## src/hw/rtl/wiefp_pkg.sv

```systemverilog
// Types, constants and limits of the information element fingerprint block
package wiefp_pkg;

  localparam int RATE_LIMIT    = 8;
  localparam int MAX_CAP_BYTES = 8;
  localparam int PACK_BYTES    = 8;

  localparam int RATE_CNT_W = $clog2(RATE_LIMIT + 1);
  localparam int CAP_CNT_W  = $clog2(MAX_CAP_BYTES + 1);
  localparam int RATE_IDX_W = (RATE_LIMIT > 1) ? $clog2(RATE_LIMIT) : 1;
  localparam int CAP_IDX_W  = (MAX_CAP_BYTES > 1) ? $clog2(MAX_CAP_BYTES) : 1;

  // Tag ids
  localparam logic [7:0] TAG_RATES     = 8'd1;
  localparam logic [7:0] TAG_EXT_RATES = 8'd50;
  localparam logic [7:0] TAG_EXT_CAP   = 8'd127;

  // Known vendor prefixes
  localparam logic [23:0] OUI_A = 24'h4C776D;
  localparam logic [23:0] OUI_B = 24'hB827EB;
  localparam logic [23:0] OUI_C = 24'h001A2B;
  localparam logic [23:0] OUI_D = 24'hAC220B;

  // Rate count thresholds
  localparam int LAPTOP_RATES = 8;
  localparam int PHONE_RATES  = 4;

  typedef enum logic [1:0] {
    PH_ID   = 2'd0,
    PH_LEN  = 2'd1,
    PH_BODY = 2'd2
  } parse_phase_t;

  typedef enum logic [2:0] {
    DC_UNKNOWN = 3'd0,
    DC_PHONE   = 3'd1,
    DC_LAPTOP  = 3'd2,
    DC_IOT     = 3'd3,
    DC_AP      = 3'd4,
    DC_ROUTER  = 3'd5
  } device_class_t;

  typedef enum logic [2:0] {
    VH_NONE  = 3'd0,
    VH_OUI_A = 3'd1,
    VH_OUI_B = 3'd2,
    VH_OUI_C = 3'd3,
    VH_OUI_D = 3'd4
  } vendor_hint_t;

  // Frame summary after the current item has been parsed
  typedef struct packed {
    logic [RATE_CNT_W-1:0] rate_total;
    logic [63:0]           rates_packed;
    logic [CAP_CNT_W-1:0]  cap_count;
    logic [63:0]           cap_packed;
  } summary_t;

endpackage

```

## src/hw/rtl/wiefp_channels.sv

```systemverilog
// Valid/ready channel interfaces for frame bytes and fingerprint reports
interface wiefp_in_if;
  logic        valid;
  logic        ready;
  logic [7:0]  ie_byte;
  logic        has_byte;
  logic        frame_end;
  logic [23:0] vendor_oui;

  modport source (output valid, ie_byte, has_byte, frame_end, vendor_oui, input ready);
  modport sink (input valid, ie_byte, has_byte, frame_end, vendor_oui, output ready);
endinterface

interface wiefp_out_if;
  logic        valid;
  logic        ready;
  logic [2:0]  device_class;
  logic [2:0]  vendor_hint;
  logic [3:0]  rate_tally;
  logic [63:0] rates_packed;
  logic [3:0]  ext_cap_count;
  logic [63:0] ext_cap_packed;

  modport source (output valid, device_class, vendor_hint, rate_tally, rates_packed,
                  ext_cap_count, ext_cap_packed, input ready);
  modport sink (input valid, device_class, vendor_hint, rate_tally, rates_packed,
                ext_cap_count, ext_cap_packed, output ready);
endinterface

```

## src/hw/rtl/wiefp_parser.sv

```systemverilog
// Tag parser: walks id/length/body, gathers rate and capability bytes
module wiefp_parser (
  input  logic              clk,
  input  logic              rst,
  input  logic              accept,
  input  logic [7:0]        ie_byte,
  input  logic              has_byte,
  input  logic              frame_end,
  output wiefp_pkg::summary_t summary
);
  import wiefp_pkg::*;

  parse_phase_t          phase, phase_next;
  logic [7:0]            tag_id, tag_id_next;
  logic [7:0]            bytes_left, bytes_left_next;
  logic [7:0]            rate_store [RATE_LIMIT];
  logic [7:0]            rate_store_next [RATE_LIMIT];
  logic [RATE_CNT_W-1:0] rate_total, rate_total_next;
  logic [RATE_CNT_W-1:0] rate_pending, rate_pending_next;
  logic [7:0]            cap_store [MAX_CAP_BYTES];
  logic [7:0]            cap_store_next [MAX_CAP_BYTES];
  logic [CAP_CNT_W-1:0]  cap_total, cap_total_next;
  logic                  cap_seen, cap_seen_next;

  logic                  is_rate;
  logic                  is_cap;
  logic                  finish;
  logic [RATE_CNT_W-1:0] rate_pos;
  logic [CAP_CNT_W-1:0]  cap_count;

  assign is_rate  = (tag_id == TAG_RATES) || (tag_id == TAG_EXT_RATES);
  assign is_cap   = (tag_id == TAG_EXT_CAP) && !cap_seen;
  assign rate_pos = rate_total + rate_pending;

  // Parse one byte into the next tag state
  always_comb begin
    phase_next        = phase;
    tag_id_next       = tag_id;
    bytes_left_next   = bytes_left;
    rate_store_next   = rate_store;
    rate_total_next   = rate_total;
    rate_pending_next = rate_pending;
    cap_store_next    = cap_store;
    cap_total_next    = cap_total;
    cap_seen_next     = cap_seen;
    finish            = 1'b0;

    if (has_byte) begin
      unique case (phase)
        PH_ID: begin
          tag_id_next = ie_byte;
          phase_next  = PH_LEN;
        end
        PH_LEN: begin
          bytes_left_next   = ie_byte;
          rate_pending_next = '0;
          if (is_cap) begin
            cap_total_next = '0;
          end
          if (ie_byte == 8'd0) begin
            finish = 1'b1;
          end else begin
            phase_next = PH_BODY;
          end
        end
        PH_BODY: begin
          if (is_rate) begin
            if (int'(rate_pos) < RATE_LIMIT) begin
              rate_store_next[rate_pos[RATE_IDX_W-1:0]] = ie_byte;
              rate_pending_next = rate_pending + RATE_CNT_W'(1);
            end
          end else if (is_cap) begin
            if (int'(cap_total) < MAX_CAP_BYTES) begin
              cap_store_next[cap_total[CAP_IDX_W-1:0]] = ie_byte;
              cap_total_next = cap_total + CAP_CNT_W'(1);
            end
          end
          bytes_left_next = bytes_left - 8'd1;
          if (bytes_left == 8'd1) begin
            finish = 1'b1;
          end
        end
        default: begin
          phase_next = PH_ID;
        end
      endcase
    end

    // Commit a complete tag
    if (finish) begin
      if (is_rate) begin
        rate_total_next = rate_total + rate_pending_next;
      end else if (is_cap) begin
        cap_seen_next = 1'b1;
      end
      rate_pending_next = '0;
      phase_next        = PH_ID;
    end
  end

  assign cap_count = cap_seen_next ? cap_total_next : '0;

  // Pack kept bytes, zero beyond the count
  always_comb begin
    summary.rate_total   = rate_total_next;
    summary.cap_count    = cap_count;
    summary.rates_packed = '0;
    summary.cap_packed   = '0;
    for (int i = 0; i < PACK_BYTES; i++) begin
      if (i < RATE_LIMIT && int'(rate_total_next) > i) begin
        summary.rates_packed[8*i +: 8] = rate_store_next[i];
      end
      if (i < MAX_CAP_BYTES && int'(cap_count) > i) begin
        summary.cap_packed[8*i +: 8] = cap_store_next[i];
      end
    end
  end

  // Hold parser state; clear it at reset and after each frame
  always_ff @(posedge clk) begin
    if (rst || (accept && frame_end)) begin
      phase        <= PH_ID;
      tag_id       <= '0;
      bytes_left   <= '0;
      rate_total   <= '0;
      rate_pending <= '0;
      cap_total    <= '0;
      cap_seen     <= 1'b0;
    end else if (accept) begin
      phase        <= phase_next;
      tag_id       <= tag_id_next;
      bytes_left   <= bytes_left_next;
      rate_total   <= rate_total_next;
      rate_pending <= rate_pending_next;
      cap_total    <= cap_total_next;
      cap_seen     <= cap_seen_next;
    end
  end

  // Byte stores carry payload only; reads are masked by the counts
  always_ff @(posedge clk) begin
    if (accept) begin
      rate_store <= rate_store_next;
      cap_store  <= cap_store_next;
    end
  end

endmodule

```

## src/hw/rtl/wiefp_classify.sv

```systemverilog
// Vendor and rate classification with the report output register
module wiefp_classify (
  input  logic                clk,
  input  logic                rst,
  input  logic                load,
  input  logic [23:0]         vendor_oui,
  input  wiefp_pkg::summary_t summary,
  output logic                free,
  wiefp_out_if.source         report
);
  import wiefp_pkg::*;

  device_class_t cls;
  vendor_hint_t  hint;

  // Match known prefixes first, then fall back on rate count
  always_comb begin
    hint = VH_NONE;
    cls  = DC_UNKNOWN;
    if (vendor_oui == OUI_A) begin
      hint = VH_OUI_A;
      cls  = DC_PHONE;
    end else if (vendor_oui == OUI_B) begin
      hint = VH_OUI_B;
      cls  = DC_PHONE;
    end else if (vendor_oui == OUI_C) begin
      hint = VH_OUI_C;
      cls  = DC_AP;
    end else if (vendor_oui == OUI_D) begin
      hint = VH_OUI_D;
      cls  = DC_IOT;
    end else if (int'(summary.rate_total) >= LAPTOP_RATES) begin
      cls = DC_LAPTOP;
    end else if (int'(summary.rate_total) >= PHONE_RATES) begin
      cls = DC_PHONE;
    end
  end

  assign free = !report.valid || report.ready;

  // Hold the report until taken
  always_ff @(posedge clk) begin
    if (rst) begin
      report.valid <= 1'b0;
    end else if (load) begin
      report.valid <= 1'b1;
    end else if (report.ready) begin
      report.valid <= 1'b0;
    end
  end

  always_ff @(posedge clk) begin
    if (load) begin
      report.device_class   <= cls;
      report.vendor_hint    <= hint;
      report.rate_tally     <= 4'(summary.rate_total);
      report.rates_packed   <= summary.rates_packed;
      report.ext_cap_count  <= 4'(summary.cap_count);
      report.ext_cap_packed <= summary.cap_packed;
    end
  end

endmodule

```

## src/hw/rtl/wifi_ie_rate_capability_fingerprint.sv

```systemverilog
// Top level: information element parser feeding the fingerprint report register
// The report is registered: valid in the cycle after the frame_end item is taken.
// Throughput: one item per cycle unless stalled; parser registers load on accept.
// Input stalls only while a finished report waits and the sink holds ready low.
// Reset (synchronous, rst high) returns the parser to expecting a tag id with all
// counts cleared and drops the report valid.
module wifi_ie_rate_capability_fingerprint (
  input  logic        clk,
  input  logic        rst,
  wiefp_in_if.sink    frame_bytes,
  wiefp_out_if.source report
);
  import wiefp_pkg::*;

  logic     free;
  logic     accept;
  summary_t summary;

  assign frame_bytes.ready = free;
  assign accept            = frame_bytes.valid && free;

  wiefp_parser u_parser (
    .clk       (clk),
    .rst       (rst),
    .accept    (accept),
    .ie_byte   (frame_bytes.ie_byte),
    .has_byte  (frame_bytes.has_byte),
    .frame_end (frame_bytes.frame_end),
    .summary   (summary)
  );

  wiefp_classify u_classify (
    .clk        (clk),
    .rst        (rst),
    .load       (accept && frame_bytes.frame_end),
    .vendor_oui (frame_bytes.vendor_oui),
    .summary    (summary),
    .free       (free),
    .report     (report)
  );

endmodule

```

## src/flat_wrapper.sv

```systemverilog
// flat-port wrapper written by rule: the top's interface ports become plain ports
module wifi_ie_rate_capability_fingerprint_flat import wiefp_pkg::*;
  (clk, rst, frame_bytes_valid, frame_bytes_ie_byte, frame_bytes_has_byte, frame_bytes_frame_end, frame_bytes_vendor_oui, frame_bytes_ready, report_valid, report_device_class, report_vendor_hint, report_rate_tally, report_rates_packed, report_ext_cap_count, report_ext_cap_packed, report_ready);
  wiefp_in_if frame_bytes_i ();
  wiefp_out_if report_i ();
  input  logic clk;
  input  logic rst;
  input wire logic [$bits(frame_bytes_i.valid)-1:0] frame_bytes_valid;
  input wire logic [$bits(frame_bytes_i.ie_byte)-1:0] frame_bytes_ie_byte;
  input wire logic [$bits(frame_bytes_i.has_byte)-1:0] frame_bytes_has_byte;
  input wire logic [$bits(frame_bytes_i.frame_end)-1:0] frame_bytes_frame_end;
  input wire logic [$bits(frame_bytes_i.vendor_oui)-1:0] frame_bytes_vendor_oui;
  output wire logic [$bits(frame_bytes_i.ready)-1:0] frame_bytes_ready;
  output wire logic [$bits(report_i.valid)-1:0] report_valid;
  output wire logic [$bits(report_i.device_class)-1:0] report_device_class;
  output wire logic [$bits(report_i.vendor_hint)-1:0] report_vendor_hint;
  output wire logic [$bits(report_i.rate_tally)-1:0] report_rate_tally;
  output wire logic [$bits(report_i.rates_packed)-1:0] report_rates_packed;
  output wire logic [$bits(report_i.ext_cap_count)-1:0] report_ext_cap_count;
  output wire logic [$bits(report_i.ext_cap_packed)-1:0] report_ext_cap_packed;
  input wire logic [$bits(report_i.ready)-1:0] report_ready;
  assign frame_bytes_i.valid = frame_bytes_valid;
  assign frame_bytes_i.ie_byte = frame_bytes_ie_byte;
  assign frame_bytes_i.has_byte = frame_bytes_has_byte;
  assign frame_bytes_i.frame_end = frame_bytes_frame_end;
  assign frame_bytes_i.vendor_oui = frame_bytes_vendor_oui;
  assign frame_bytes_ready = frame_bytes_i.ready;
  assign report_valid = report_i.valid;
  assign report_device_class = report_i.device_class;
  assign report_vendor_hint = report_i.vendor_hint;
  assign report_rate_tally = report_i.rate_tally;
  assign report_rates_packed = report_i.rates_packed;
  assign report_ext_cap_count = report_i.ext_cap_count;
  assign report_ext_cap_packed = report_i.ext_cap_packed;
  assign report_i.ready = report_ready;
  wifi_ie_rate_capability_fingerprint u_core (.clk(clk), .rst(rst), .frame_bytes(frame_bytes_i), .report(report_i));
endmodule
```

## config.mk

```make
export PLATFORM = sky130hd
export DESIGN_NAME = wifi_ie_rate_capability_fingerprint_flat
export DESIGN_NICKNAME = d
export VERILOG_FILES = /design/src/hw/rtl/wiefp_pkg.sv /design/src/hw/rtl/wiefp_channels.sv /design/src/hw/rtl/wiefp_parser.sv /design/src/hw/rtl/wiefp_classify.sv /design/src/hw/rtl/wifi_ie_rate_capability_fingerprint.sv /design/src/flat_wrapper.sv
export SDC_FILE = /design/constraint.sdc
export NUM_CORES = 1
export LEC_CHECK = 0
export BUFFER_PORTS_ARGS = -buffer_cell sky130_fd_sc_hd__buf_2
export CAP_MARGIN = 10
export CORE_ASPECT_RATIO = 0.8
export CORE_MARGIN = 1
export CORE_UTILIZATION = 62
export DETAILED_ROUTE_END_ITERATION = 6
export PLACE_DENSITY = 0.85
export SLEW_MARGIN = 20
export SYNTH_ARGS = -nofsm -noshare
export SYNTH_HDL_FRONTEND = slang
export SYNTH_SLANG_ARGS = --single-unit
```

## constraint.sdc

```tcl
create_clock -name clk -period 16.7 [get_ports clk]
set_input_delay 2.505 -clock clk [delete_from_list [all_inputs] [get_ports clk]]
set_output_delay 2.505 -clock clk [all_outputs]
set_load 0.01 [all_outputs]
```

==> results.toml, run 1 <==
[logic_synthesis]
yosys.area.top_type_share_pct = 60.6
synth_area_leader_cell = "edfxtp_1"
yosys.cell_types.count = 69
netlist_instances = 952
ys.flop_type = "edfxtp_1"
yosysWarnings = 0
seq_area_frac_synth_pct = 65.4
netlist_area_um2 = 13400
synth_common_cells = "edfxtp_1 (270), mux2_2 (109), nor2_1 (62)"
yosys.cell_count.top_type = "edfxtp_1"
synth_edf_count = 270
synth-seq-cells = 302
synthTopCellsByArea = "edfxtp_1 (61%), mux2_2 (9.2%), dfxtp_1 (4.8%)"
avgSynthCellArea_um2 = 14.0
syn-num-nets = 1006
async_flop_share_pct = 0

[detailed_routing]
dr.max_layer_used = "met4"
wl_um = 30500
vias_per_cell = 6.15
wl_met2_um = 14200
dr.pass1.iters = 7
first_iter_violations = 1201
wl_met3_um = 2640
vias = 8698
drc_errors = 22
antenna_left = 0
wl_per_cell_um = 21.5
routedLengthMet1_um = 13000

[cells_and_area]
fin_nets = 1176
drive_gt1_share_pct = 32.1
antennaDiodeCount = 0
final_util_pct = 73.6
final_area_um2 = 15400
area_growth_pct = 15.1
fin_cells = 1414

[clock_tree]
clk_pin_slew_worst_paths_ns = 0.06
cts_buffers = 29
tritoncts = "done"
cts_root_buf = "clkbuf_16"
insertion_delay_ns = 0.55
h-tree-depth = 1
cts_setup_buffers = 0
clock_sinks = 302
cts.path.max_buffers = 3
ctsResizeCount = 0
ctsHoldBuffers = 0

[global_route]
grt_max_degree = 82
antenna_found_initial = 0
grt_overflow = 0
grt_pass1_vias = 8348
grt_pass1_wl_um = 47100
track_usage_pct = 27.6

[worst_setup_path]
worstPathMaxFanout = 57
path_cells = "buf_2 -> and2_1 -> a21oi_1 -> a22o_1 -> ha_1 -> a21o_1 -> a21oi_1 -> nor2_1 -> mux2_1 -> xnor2_2 -> buf_4 -> inv_1 -> and2_1"
critPathArrivalTime_ns = 6.00
rr_startpoint = "u_core.u_parser.rate_total[1]"
slowest_delay_ns = 0.49
path_class = "input pin to flip-flop"
cp_slowest_cell = "buf_4"
startpoint = "frame_bytes_has_byte"
start_kind = "input pin"
worstPathRequired_ns = 17.00
cp-end-kind = "flip-flop"

[pwr]
combPwrFrac_pct = 6.2
power.density_nw_per_um2 = 105
intPower_w = 0.00127
sequentialPowerShare_pct = 53.9
total_power_w = 0.00162
p_sw_w = 0.000355
leakage_nw = 5.68
swShare_pct = 21.9
vdd_drop_max_mv = 0.0773
power_frac_clock_pct = 39.9

[sta]
finClkSkew_ns = 0.0140
final.setup.tns_ns = 0
setup_viol = 0
finalHoldViolCount = 0
fin_crit_ns = 5.70
max_freq_ghz = 0.175
tightest_slew_ns = 1.21
maxSlewViolCount = 0
fin_crit_sh_pct = 34.1
grt_setup_unrepaired = "no"
max_slew_margin_pct = 18.7

[floorplanning]
die-area_um2 = 22200
die_height_um = 133
ioPinCount = 182
start_util_pct = 63.9
fp.coreArea_um2 = 20900
die_w_um = 166
fp-row-count = 47

[placement]
place_congestion = 0.903
portBuffers = 181
dp_cells = 1360
dpl_cell_area_um2 = 14400
dp_hpwl_um = 19100

[min_path]
holdCritPathClass = "flip-flop to flip-flop"
holdCritStartpoint = "u_core.u_parser.bytes_left[1]"

[outcome]
status = "complete, but fails checks"
violations = "design-rule violations"

[job]
drv_cap = 0
final cells by class:
cell class / instances / area [µm²]
fillers: 1314 / 5540
flip-flops and latches: 302 / 8750
inverters: 30 / 123
well taps: 269 / 337
multi-input cells: 573 / 4300
clock inverters: 11 / 95.1
clock buffers: 43 / 848
repair buffers: 186 / 943
layer usage:
| layer | up-vias | GRT usage, % |
|---|---|---|
| met5 | - | 0 |
| met4 | 0 | 6.44 |
| met3 | 46 | 4.75 |
| met2 | 433 | 43.8 |
| met1 | 4298 | 40.2 |
| li1 | 3921 | - |
cell families (layout without fill, tap and decap cells):
logic type,Yosys count,in the layout,synth area share (%)
adders and majority gates,16,16,1.61
muxes,130,130,10.8
and+or+nand+nor,248,248,10.0
buffers and inverters,77,270,2.52
xor gates and xnor gates,6,6,0.496
DFF,302,302,65.4
AOI/OAI and AO/OA,173,173,9.16
sequential cells by signal, summed over array words and instances, names as in the netlist, 8 cells and up:
register / count
u_core.u_classify.report.ext_cap_packed: 64
u_core.u_classify.report.rates_packed: 64
u_core.u_parser.cap_store: 64
u_core.u_parser.tag_id: 8
u_core.u_parser.bytes_left: 8
u_core.u_parser.rate_store: 64
placed cells by master, fill, tap and decap left out, types with 7 or more instances in the layout:
cell / netlist / final
a21boi_0: 31 / 31
a21boi_1: 41 / 41
a21oi_1: 25 / 25
and2_1: 18 / 18
buf_2: 5 / 181
clkbuf_1: 33 / 7
clkbuf_16: 0 / 29
clkbuf_8: 0 / 7
dfxtp_1: 32 / 32
edfxtp_1: 270 / 270
ha_1: 14 / 14
inv_1: 29 / 28
mux2_2: 109 / 109
mux2i_1: 20 / 20
nand2_1: 52 / 52
nand2b_1: 8 / 8
nand3_1: 12 / 12
nand4_1: 9 / 9
nor2_1: 62 / 62
nor2b_1: 28 / 28
nor3_1: 8 / 8
nor4_1: 9 / 9
o21a_1: 9 / 9
o21ai_0: 22 / 22
or4_1: 8 / 8
path summary, 6_finish.rpt:
| check | to | slack, ns | depth (start not counted) |
|---|---|---|---|
| worst max-delay path | u_core.u_classify.report.rates_packed[57] | 11.00 | 13 |
| worst min-delay path | u_core.u_parser.bytes_left[1] | 0.47 | 2 |
| worst max register to register | u_core.u_classify.report.rates_packed[57] | 11.57 | 16 |
| worst min register to register | u_core.u_parser.bytes_left[1] | 0.47 | 2 |
stage by stage:
step / setup WS, ns / hold WS [ns]
floorplan: 9.33 / 0.441
global placement: 10.71 / 0.457
detailed placement: 10.56 / 0.462
CTS: 11.10 / 0.471
global route: 10.75 / 0.512
finish: 11.00 / 0.472
critical path, delay by kind of cell:
kind | cells | cell delay, ns
buffers and inverters | 3 | 1.00
AO/OA/AOI/OAI | 4 | 0.92
AND/OR/NAND/NOR | 3 | 0.76
multiplexers | 1 | 0.35
adder cells (fa/ha/maj) | 1 | 0.30
XOR/XNOR | 1 | 0.12
power groups by stage:
stage	combinational [W]	clock (W)	sequential (W)
3_3_place_gp	0.0000958	0	0.000888
3_5_place_dp	0.0000995	0	0.000889
5_1_grt	0.000108	0.000679	0.000877
6_report	0.000101	0.000647	0.000874
4_1_cts	0.000100	0.000650	0.000874
2_1_floorplan	0.0000531	0	0.000898
(Power assumes the default switching activity.)
==> inputs of run 2 (changes only) <==
--- a/config.mk
+++ b/config.mk
@@ -9,9 +9,9 @@
 export CAP_MARGIN = 10
 export CORE_ASPECT_RATIO = 0.8
 export CORE_MARGIN = 1
-export CORE_UTILIZATION = 62
+export CORE_UTILIZATION = 52
 export DETAILED_ROUTE_END_ITERATION = 6
-export PLACE_DENSITY = 0.85
+export PLACE_DENSITY = 0.76
 export SLEW_MARGIN = 20
 export SYNTH_ARGS = -nofsm -noshare
 export SYNTH_HDL_FRONTEND = slang
==> constraint.sdc (replaced) <==
create_clock -name clk -period 5 [get_ports clk]
set_input_delay 0.75 -clock clk [delete_from_list [all_inputs] [get_ports clk]]
set_output_delay 0.75 -clock clk [all_outputs]
set_load 0.01 [all_outputs]
==> run 2 against run 1 <==
Against the previous run: the flow now finishes without violations; clock power rose to 3.3 times the previous value; register-to-register slack got worse by 11 ns; via count decreased by 1.4%; final area increased by 0.95%; die area grew 19%; final cell count is 4.7% higher; utilization decreased by 12 points; global-route usage down 5.0 points; sequential cell count did not move; combinational power rose to 3.4 times the previous value; worst hold slack better by 0.0028 ns; largest cell class unchanged.
==> results.toml, run 2 (synthesis gave the netlist of run 1 again) <==
[outcome]
status = "finished clean"

[worst_setup_path]
path_class = "flip-flop to flip-flop"
path_cells = "ha_1 -> a21o_1 -> a21oi_1 -> xnor3_1 -> nor2_1 -> a21oi_1 -> nand2_1 -> o21ai_0 -> ha_1 -> inv_1 -> fa_1 -> xor2_1 -> o21a_1 -> inv_1 -> a311oi_4 -> a21boi_1"
slowest_delay_ns = 0.56
reg2reg_slack_ns = 0.39
crit_buf_inv = 2
startpoint = "u_core.u_parser.rate_total[1]"
worstPathRequired_ns = 5.27
worstPathMaxFanout = 12
cp_slowest_cell = "dfxtp_1"
crit_family = "compound AO/OA/AOI/OAI gates"
rr_startpoint = "u_core.u_parser.rate_total[1]"
critPathArrivalTime_ns = 4.87
start_kind = "flip-flop"
cp-end-kind = "flip-flop"

[clock_tree]
insertion_delay_ns = 0.55
tritoncts = "done"
ctsResizeCount = 0
clk_pin_slew_worst_paths_ns = 0.06
cts_root_buf = "clkbuf_16"
ctsHoldBuffers = 0
cts_setup_buffers = 0
h-tree-depth = 1
cts_buffers = 29
cts.path.max_buffers = 3
clock_sinks = 302

[pwr]
power.density_nw_per_um2 = 346
vdd_drop_max_mv = 0.238
leakage_nw = 5.71

[floorplanning]
fp-row-count = 52
die_height_um = 145
fp.coreArea_um2 = 25200
die-area_um2 = 26400
start_util_pct = 53.0
die_w_um = 181
ioPinCount = 182

[sta]
maxSlewViolCount = 0
finalHoldViolCount = 0
max_slew_margin_pct = 30.1
tightest_slew_ns = 1.04
fin_crit_ns = 4.61
finClkSkew_ns = 0.0182
fin_crit_sh_pct = 92.1
grt_setup_unrepaired = "no"
max_freq_ghz = 0.217
final.setup.tns_ns = 0
fin_hold_ws_ns = 0.475
setup_viol = 0

[placement]
dp_cells = 1427
place_congestion = 0.843
dp_hpwl_um = 19000
portBuffers = 181

[cells_and_area]
area_growth_pct = 16.2
final_common_cell = "edfxtp_1"
fin_nets = 1188
final_util_pct = 61.6
fill_cells = 1889
mostFrequentLayoutCells = "edfxtp_1 (270), buf_2 (181), mux2_2 (109)"
fin_cells = 1480
seq_area_um2 = 8750
drive_gt1_share_pct = 32.7
antennaDiodeCount = 0
multi_input_area_um2 = 4300

[detailed_routing]
vias_per_cell = 5.79
vias = 8573
drc_errors = 0
wl_um = 30000
wl_per_cell_um = 20.3
first_iter_violations = 784
dr.pass1.iters = 7
antenna_left = 0

[global_route]
grt_overflow = 0
grt_pass1_wl_um = 46400
track_usage_pct = 22.6
grt_pass1_vias = 8108
antenna_found_initial = 1
grt_max_degree = 144

[min_path]
holdCritStartpoint = "u_core.u_parser.bytes_left[1]"
holdCritPathClass = "flip-flop to flip-flop"

[job]
drv_cap = 0
run 2: cell types whose count changed in the layout (fill, tap and decap cells not counted), moves of 2 or more:
cell / previous run / this run
buf_4: 5 / 15
clkbuf_8: 7 / 0
clkinvlp_4: 0 / 6
buf_12: 0 / 2
clkbuf_1: 7 / 4
inv_6: 5 / 2
clkinv_1: 0 / 4
run 2: path summary, 6_finish.rpt:
check / to / cells past startpoint
max: u_core.u_classify.report.rates_packed[20] / 16
min: u_core.u_parser.bytes_left[1] / 2
max reg2reg: u_core.u_classify.report.rates_packed[20] / 16
min reg2reg: u_core.u_parser.bytes_left[1] / 2
run 2: through the flow:
stage | total power [W] | worst slack (ns) | cell area (µm²)
2_1_floorplan | 0.00317 | 0.354 | 13400
3_3_place_gp | 0.00330 | 0.693 | 14600
3_5_place_dp | 0.00331 | 0.504 | 14600
4_1_cts | 0.00542 | 0.481 | 15500
5_1_grt | 0.00555 | 0.0921 | 15500
6_report | 0.00539 | 0.393 | 15500
run 2: layer usage:
metal	GRT usage, %	vias to the layer above	wire length (µm)
li1	-	3953	-
met1	35.0	4218	14000
met2	33.4	362	13100
met3	4.00	40	2440
met4	4.49	0	471
met5	0	-	0
run 2: worst min-delay path: stages, from the launching register on:
cell	delay (ns)
dfxtp_1	0.32
nand2_1	0.06
a21oi_1	0.05
run 2: area by class of cell:
type	instances	area share [%]
Inverter	30	0.781
Sequential cell	302	56.3
Timing Repair Buffer	198	6.81
Clock buffer	33	4.76
Tap cell	324	2.61
Multi-Input combinational cell	573	27.6
Clock inverter	20	1.13
run 2: power breakdown:
group	internal [W]	leakage, nW	switching (W)
logic	0.000126	2.44	0.000217
clock network	0.00118	0.436	0.000950
registers	0.00288	2.83	0.0000379
==> inputs of run 3 (changes only) <==
--- a/config.mk
+++ b/config.mk
@@ -7,7 +7,7 @@
 export LEC_CHECK = 0
 export BUFFER_PORTS_ARGS = -buffer_cell sky130_fd_sc_hd__buf_2
 export CAP_MARGIN = 10
-export CORE_ASPECT_RATIO = 0.8
+export CORE_ASPECT_RATIO = 1.4
 export CORE_MARGIN = 1
 export CORE_UTILIZATION = 52
 export DETAILED_ROUTE_END_ITERATION = 6
==> run 3 against run 2 <==
Against the previous run: via count fell by 1.9%; critical path depth fell by 1; utilization fell by 0.28 points; largest cell class unchanged; sequential power barely moved; worst hold slack got worse by 0.0043 ns; combinational power fell by 1%; clock-buffer cell count fell by 3.
==> results.toml, run 3 (synthesis gave the netlist of run 1 again) <==
[outcome]
status = "finished clean"

[worst_setup_path]
path_class = "flip-flop to flip-flop"
critPathArrivalTime_ns = 4.80
path_cells = "ha_1 -> a21o_1 -> a21oi_1 -> xnor3_1 -> nor2_1 -> a21oi_1 -> a22o_1 -> ha_1 -> a21o_1 -> a21oi_1 -> nor2_1 -> mux2_1 -> xnor2_2 -> buf_4 -> a21boi_0"
worst_path_most_repeated_cell = "a21oi_1"
crit_family = "compound AO/OA/AOI/OAI gates"
worstPathMaxFanout = 29
worstPathRequired_ns = 5.26
rr_worst_depth = 15
crit_cells = 15
cp-end-kind = "flip-flop"
cp_slowest_cell = "dfxtp_1"
slowest_delay_ns = 0.56
start_kind = "flip-flop"
crit_buf_inv = 1

[sta]
fin_crit_ns = 4.54
fin_crit_sh_pct = 90.9
max_slew_margin_pct = 27.1
final.setup.tns_ns = 0
max_freq_ghz = 0.220
grt_setup_unrepaired = "no"
finalHoldViolCount = 0
finClkSkew_ns = 0.00991
maxSlewViolCount = 0
fin_hold_ws_ns = 0.470
tightest_slew_ns = 1.08
setup_viol = 0

[placement]
place_congestion = 0.839
dp_cells = 1420
portBuffers = 181
dp_hpwl_um = 19100

[detailed_routing]
antenna_left = 0
wl_um = 30200
drc_errors = 0
first_iter_violations = 589
dr.pass1.iters = 5
vias = 8412
wl_per_cell_um = 20.5
vias_per_cell = 5.72

[global_route]
grt_overflow = 0
grt_max_degree = 144
grt_pass1_wl_um = 45600
grt_pass1_vias = 8152
antenna_found_initial = 0
track_usage_pct = 22.9

[cells_and_area]
final_common_cell = "edfxtp_1"
area_growth_pct = 16.0
fin_nets = 1184
mostFrequentLayoutCells = "edfxtp_1 (270), buf_2 (181), mux2_2 (109)"
fin_cells = 1471
drive_gt1_share_pct = 32.4
final_util_pct = 61.3

[clock_tree]
cts_root_buf = "clkbuf_16"
cts.path.max_buffers = 3
ctsResizeCount = 0
insertion_delay_ns = 0.54
tritoncts = "done"
clock_sinks = 302
cts_buffers = 27
h-tree-depth = 1
cts_setup_buffers = 0
ctsHoldBuffers = 0
clk_pin_slew_worst_paths_ns = 0.07

[pwr]
vdd_drop_max_mv = 0.320
total_power_w = 0.00538
leakage_nw = 5.69
power.density_nw_per_um2 = 347

[job]
drv_cap = 0

[floorplanning]
fp-row-count = 69
fp.coreArea_um2 = 25300
start_util_pct = 52.9
die-area_um2 = 26400
die_height_um = 192
ioPinCount = 182
die_w_um = 138

[min_path]
holdCritPathClass = "flip-flop to flip-flop"
whs_path_depth = 2
-- run 3: through the flow --
stage | cell area (µm²) | worst slack, ns
final | 15500 | 0.456
after global routing | 15500 | 0.196
after CTS | 15500 | 0.485
after detailed placement | 14600 | 0.512
after global placement | 14600 | 0.624
after floorplan | 13400 | 0.354
-- run 3: worst min-delay path, cell delays in order, from the launching register on --
cell and delay, ns:
dfxtp_1 0.32, nand2_1 0.06, a21oi_1 0.05
-- run 3: routing by layer --
| layer | track usage [%] | wire length, µm | vias to the layer above |
|---|---|---|---|
| met5 | 0 | 0 | - |
| li1 | - | - | 3937 |
| met4 | 8.03 | 925 | 0 |
| met2 | 39.9 | 15500 | 258 |
| met1 | 29.4 | 12400 | 4165 |
| met3 | 2.48 | 1330 | 52 |
-- run 3: power by group --
part	internal (W)	switching [W]
clock network	0.00120	0.000922
logic	0.000124	0.000215
registers	0.00288	0.0000365
total	0.00420	0.00117
-- run 3: layout make-up --
class                   count  area (µm²)
diodes                      1        2.50
clock buffers              30         687
clock inverters            20         213
fillers                  1933        9790
inverters                  30         121
multi-input cells         573        4300
flip-flops and latches    302        8750
well taps                 319         399
repair buffers            196        1030
-- run 3: worst paths after layout --
check                                     start                                   endpoint  slack, ns
setup / recovery  u_core.u_parser.rate_total[1]  u_core.u_classify.report.rates_packed[42]       0.46
hold / removal    u_core.u_parser.bytes_left[1]              u_core.u_parser.bytes_left[1]       0.47
setup reg to reg  u_core.u_parser.rate_total[1]  u_core.u_classify.report.rates_packed[42]       0.46
hold reg to reg   u_core.u_parser.bytes_left[1]              u_core.u_parser.bytes_left[1]       0.47
